**src/hdl/mlt_pkg.sv**
```systemverilog
`timescale 1ns / 1ps

package mlt_pkg;

  // Table geometry
  localparam int ENTRIES = 64;
  localparam int IDX_W   = $clog2(ENTRIES);
  localparam int CNT_W   = $clog2(ENTRIES + 1);

  // Field widths
  localparam int OPC_W   = 2;
  localparam int MAC_W   = 48;
  localparam int VLAN_W  = 12;
  localparam int PORT_W  = 4;
  localparam int STAMP_W = 32;
  localparam int SLOT_W  = 6;

  // Stream data widths
  localparam int IN_FIELD_W  = MAC_W + VLAN_W + PORT_W + STAMP_W;
  localparam int IN_DATA_W   = ((IN_FIELD_W + 7) / 8) * 8;
  localparam int OUT_FIELD_W = 1 + PORT_W + SLOT_W;
  localparam int OUT_DATA_W  = ((OUT_FIELD_W + 7) / 8) * 8;

  // Request queue, depth is a power of two so pointers wrap by themselves
  localparam int QDEPTH = 2;
  localparam int QPTR_W = $clog2(QDEPTH);
  localparam int QCNT_W = $clog2(QDEPTH + 1);

  // Opcodes on in_tuser
  localparam logic [OPC_W-1:0] OPC_LEARN  = 2'd0;
  localparam logic [OPC_W-1:0] OPC_LOOKUP = 2'd1;
  localparam logic [OPC_W-1:0] OPC_FLUSH  = 2'd2;

  typedef enum logic [1:0] {
    OP_LEARN,
    OP_LOOKUP,
    OP_FLUSH,
    OP_NONE
  } op_kind_t;

  typedef struct packed {
    op_kind_t              kind;
    logic [MAC_W-1:0]      mac;
    logic [VLAN_W-1:0]     vlan;
    logic [PORT_W-1:0]     port;
    logic [STAMP_W-1:0]    now;
  } req_t;

  // Front to back handoff
  typedef struct packed {
    logic valid;
    req_t req;
  } q_out_t;

  // One table entry as stored in RAM
  typedef struct packed {
    logic [MAC_W-1:0]   mac;
    logic [VLAN_W-1:0]  vlan;
    logic [PORT_W-1:0]  port;
    logic [STAMP_W-1:0] stamp;
  } entry_t;

  localparam int ENT_W = $bits(entry_t);

  typedef enum logic [1:0] {
    BK_IDLE,
    BK_SCAN,
    BK_WRITE,
    BK_DONE
  } bk_state_t;

endpackage

```
**src/hdl/mlt_front.sv**
```systemverilog
`timescale 1ns / 1ps

module mlt_front (
  input  logic                          clk,
  input  logic                          rst_n,
  input  logic                          in_tvalid,
  output logic                          in_tready,
  input  logic [mlt_pkg::IN_DATA_W-1:0] in_tdata,
  input  logic [mlt_pkg::OPC_W-1:0]     in_tuser,
  output mlt_pkg::q_out_t               q_out,
  input  logic                          q_pop
);

  mlt_pkg::req_t                q_mem_r [mlt_pkg::QDEPTH];
  logic [mlt_pkg::QPTR_W-1:0]   wr_ptr_r, wr_ptr_nxt;
  logic [mlt_pkg::QPTR_W-1:0]   rd_ptr_r, rd_ptr_nxt;
  logic [mlt_pkg::QCNT_W-1:0]   q_cnt_r, q_cnt_nxt;
  mlt_pkg::req_t                req_in;
  logic                         push;
  logic                         pop;

  // Decode the opcode and unpack the request fields
  always_comb begin
    case (in_tuser)
      mlt_pkg::OPC_LEARN:  req_in.kind = mlt_pkg::OP_LEARN;
      mlt_pkg::OPC_LOOKUP: req_in.kind = mlt_pkg::OP_LOOKUP;
      mlt_pkg::OPC_FLUSH:  req_in.kind = mlt_pkg::OP_FLUSH;
      default:             req_in.kind = mlt_pkg::OP_NONE;
    endcase
    req_in.mac  = in_tdata[mlt_pkg::MAC_W-1:0];
    req_in.vlan = in_tdata[mlt_pkg::MAC_W +: mlt_pkg::VLAN_W];
    req_in.port = in_tdata[mlt_pkg::MAC_W + mlt_pkg::VLAN_W +: mlt_pkg::PORT_W];
    req_in.now  = in_tdata[mlt_pkg::MAC_W + mlt_pkg::VLAN_W + mlt_pkg::PORT_W +:
                           mlt_pkg::STAMP_W];
  end

  assign in_tready = (q_cnt_r != mlt_pkg::QCNT_W'(mlt_pkg::QDEPTH));
  assign push      = in_tvalid && in_tready;
  assign pop       = q_pop && q_out.valid;

  assign q_out.valid = (q_cnt_r != '0);
  assign q_out.req   = q_mem_r[rd_ptr_r];

  // Queue pointers and fill count
  always_comb begin
    wr_ptr_nxt = push ? wr_ptr_r + mlt_pkg::QPTR_W'(1) : wr_ptr_r;
    rd_ptr_nxt = pop  ? rd_ptr_r + mlt_pkg::QPTR_W'(1) : rd_ptr_r;
    q_cnt_nxt  = q_cnt_r;
    if (push && !pop) begin
      q_cnt_nxt = q_cnt_r + mlt_pkg::QCNT_W'(1);
    end else if (pop && !push) begin
      q_cnt_nxt = q_cnt_r - mlt_pkg::QCNT_W'(1);
    end
  end

  always_ff @(posedge clk) begin
    if (!rst_n) begin
      wr_ptr_r <= '0;
      rd_ptr_r <= '0;
      q_cnt_r  <= '0;
    end else begin
      wr_ptr_r <= wr_ptr_nxt;
      rd_ptr_r <= rd_ptr_nxt;
      q_cnt_r  <= q_cnt_nxt;
    end
  end

  // Queue storage
  always_ff @(posedge clk) begin
    if (push) begin
      q_mem_r[wr_ptr_r] <= req_in;
    end
  end

`ifndef SYNTHESIS
  a_cnt_bound: assert property (@(posedge clk) disable iff (!rst_n)
    q_cnt_r <= mlt_pkg::QCNT_W'(mlt_pkg::QDEPTH))
    else $error("queue count above depth");

  a_cnt_push: assert property (@(posedge clk) disable iff (!rst_n)
    push && !pop |=> q_cnt_r == $past(q_cnt_r) + mlt_pkg::QCNT_W'(1))
    else $error("queue count missed a push");

  a_ptr_gap: assert property (@(posedge clk) disable iff (!rst_n)
    (q_cnt_r == '0) |-> (wr_ptr_r == rd_ptr_r))
    else $error("empty queue with pointers apart");
`endif

endmodule

```
**config.mk**
```make
export PLATFORM = sky130hd
export DESIGN_NAME = mlt_front
export DESIGN_NICKNAME = d
export VERILOG_FILES = /design/src/hdl/mlt_pkg.sv /design/src/hdl/mlt_front.sv
export SDC_FILE = /design/constraint.sdc
export NUM_CORES = 1
export LEC_CHECK = 0
export BUFFER_PORTS_ARGS = -buffer_cell sky130_fd_sc_hd__buf_2
export CORE_MARGIN = 2
export CORE_UTILIZATION = 35
export DETAILED_ROUTE_END_ITERATION = 10
export PLACE_DENSITY = 0.53
export SYNTH_ARGS = -nofsm -noshare
export SYNTH_HDL_FRONTEND = slang
export SYNTH_SLANG_ARGS = --single-unit
```
**constraint.sdc**
```tcl
create_clock -name clk -period 4.1 [get_ports clk]
set_clock_uncertainty 0.05 [all_clocks]
set_input_delay 0.615 -clock clk [delete_from_list [all_inputs] [get_ports clk]]
set_output_delay 0.615 -clock clk [all_outputs]
set_load 0.05 [all_outputs]
```
==> impl_metrics.ini <==
[placed_design]
place_inst = 797
dp_hpwl_um = 8880
port_buffers = 201
gp_routability_congestion = 0.732

[detailed_routing]
drtIter0Drc = 112
antenna_left = 0
routed_wl_um = 14000
vias = 3730
drc = 0
drt_pass1_iterations = 4
wl_per_cell_um = 16.8
via_per_inst = 4.47

[sta]
fmax_mhz = 338
slew_headroom_pct = 62.1
fin_crit_sh_pct = 72.2
fin_crit_ns = 2.96
hold_viol = 0
setup_viol = 0
fin_setup_tns_ns = 0
grt_setup_unrepaired = false
tightest_slew_ns = 0.568
slew_violations = 0

[layout]
nFillCells = 1830
nets = 649
layout_commonest_cell = buf_2
syn2layout_area_growth_pct = 27.0
fin_cells = 835
layout-drive-gt1-share_pct = 60.1
mostFrequentLayoutCells = buf_2, edfxtp_1, mux2_2

[synthesis]
seq_area_frac_synth_pct = 80.9
yosysUniqueCellTypes = 22
netlist_instances = 331
yosys_warnings = 0
synthesis.nets = 434
syn-cell-area_um2 = 7390
ys_seq_elements = 201
synth_area_per_cell_um2 = 22.3

[pwr]
p_leak_nw = 3.50
power_density_nw_per_um2 = 722
ir_drop_uv = 433

[run_status]
status = finished, final reports clean

[cts]
cts_hold_buf = 0
cts.sinks = 201
clock_latency_ns = 0.49
root_buffer = clkbuf_16
cts_setup_buffers = 0
clockBufferDepth = 3
cts.clk_slew.worst_paths_ns = 0.06
numCtsBuffers = 22
cts_tree = yes
cts.htree.levels = 1
cts-resized-gates = 0

[floorplanning]
die_w_um = 149
die_area_um2 = 22300
die_y_um = 149
rows = 53
core_um2 = 20900
ios = 202
initial_utilization_pct = 35.4

[global_routing]
overflow = 0
grt_max_degree = 66
grt_pass1_vias = 3987
antenna_found_initial = 3
grt_usage_pct = 12.2
grt_pass1_wl_um = 21100

[setup_path]
cp_max_fo = 65
critPathCaptureType = output pin
start_kind = flip-flop
worstPathArrival_ns = 2.29
cp_data_required_time_ns = 3.43
path_class = flip-flop to output pin

[run]
maxCapViolations = 0

[worst_hold_path]
hp-class = input port to flip-flop
==> power breakdown <==
part / internal (W) / switching (W) / total [W]
Clock: 0.00108 / 0.000726 / 0.00181
Combinational: 0.000665 / 0.00162 / 0.00228
Sequential: 0.00257 / 0.000118 / 0.00269
==> state kept, by name, summed over array words and instances, names as in the netlist, named ones only <==
signal and cells:
q_mem_r 196, rd_ptr_r 1, q_cnt_r 2, wr_ptr_r 1
==> Yosys cell counts (all sizes together) <==
| cell type | instances | share of area (%) |
|---|---|---|
| or3 | 1 | 0.085 |
| and2 | 4 | 0.34 |
| xor2 | 1 | 0.12 |
| and3 | 1 | 0.085 |
| buf | 11 | 1.1 |
| dfxtp | 5 | 1.4 |
| nand2b | 1 | 0.19 |
| a21boi | 2 | 0.20 |
| clkbuf | 2 | 0.10 |
| o21ai | 2 | 0.14 |
| ha | 1 | 0.17 |
| inv | 1 | 0.051 |
| a21bo | 1 | 0.14 |
| xnor2 | 2 | 0.24 |
| or2 | 1 | 0.085 |
| edfxtp | 196 | 80 |
| mux2 | 98 | 16 |
| nand3b | 1 | 0.10 |
==> path summary, 6_finish.rpt <==
path	cells past startpoint	start	slack (ns)	endpoint
worst min register to register	2	q_cnt_r[1]	0.51	q_cnt_r[1]
worst max register to register	3	q_cnt_r[0]	2.10	q_mem_r[1][43]
worst min-delay path	1	in_tdata[49]	0.26	q_mem_r[1][37]
worst max-delay path	3	flip-flop	1.14	q_out[40]
==> per-layer routing <==
metal	GRT usage (%)	part of all wire [%]	up-vias
li1	-	-	1748
met1	15.2	42	1797
met2	20.0	47	150
met3	4.43	9.1	29
met4	3.52	1.7	6
met5	0	0.29	-
==> cell type report <==
class	count	area (um^2)	share of cell area [%]
antenna	1	2.50	0.0266
clock buffer	30	602	6.41
clock inverter	7	57.6	0.613
inverter	1	6.26	0.0666
multi-input combinational	116	1320	14.1
sequential	201	5990	63.8
tap	275	344	3.66
timing repair buffer	204	1070	11.4
==> critical path, cell delays in order (launching register included) <==
cell and delay [ns]:
dfxtp_4 0.71, buf_12 0.43, mux2_2 0.40, buf_2 0.21
==> logic make-up (layout without fill, tap and decap cells) <==
| kind of cell | count (synthesis) | count (layout) | share of synthesized area, % |
|---|---|---|---|
| AND/OR/NAND/NOR | 9 | 9 | 0.880 |
| flip-flops | 201 | 201 | 80.9 |
| buffers and inverters | 14 | 242 | 1.24 |
| adder cells (fa/ha/maj) | 1 | 1 | 0.169 |
| AO/OA/AOI/OAI | 5 | 5 | 0.474 |
| other | 0 | 1 | 0 |
| multiplexers | 98 | 98 | 15.9 |
| XOR/XNOR | 3 | 3 | 0.355 |
==> metrics by stage <==
stage          hold slack (ns)  power [W]  worst slack, ns  utilization (%)  cell area (um^2)
5_1_grt                  0.233    0.00707             1.03             44.9              9390
3_5_place_dp             0.508    0.00505             1.60             41.8              8730
2_1_floorplan            0.462    0.00456            0.579                -              7390
3_3_place_gp             0.478    0.00503             1.62             41.8              8730
4_1_cts                  0.233    0.00689             1.08             44.9              9390
6_report                 0.259    0.00678             1.14             45.0              9390
No activity file was read; power rests on OpenSTA's default activity.
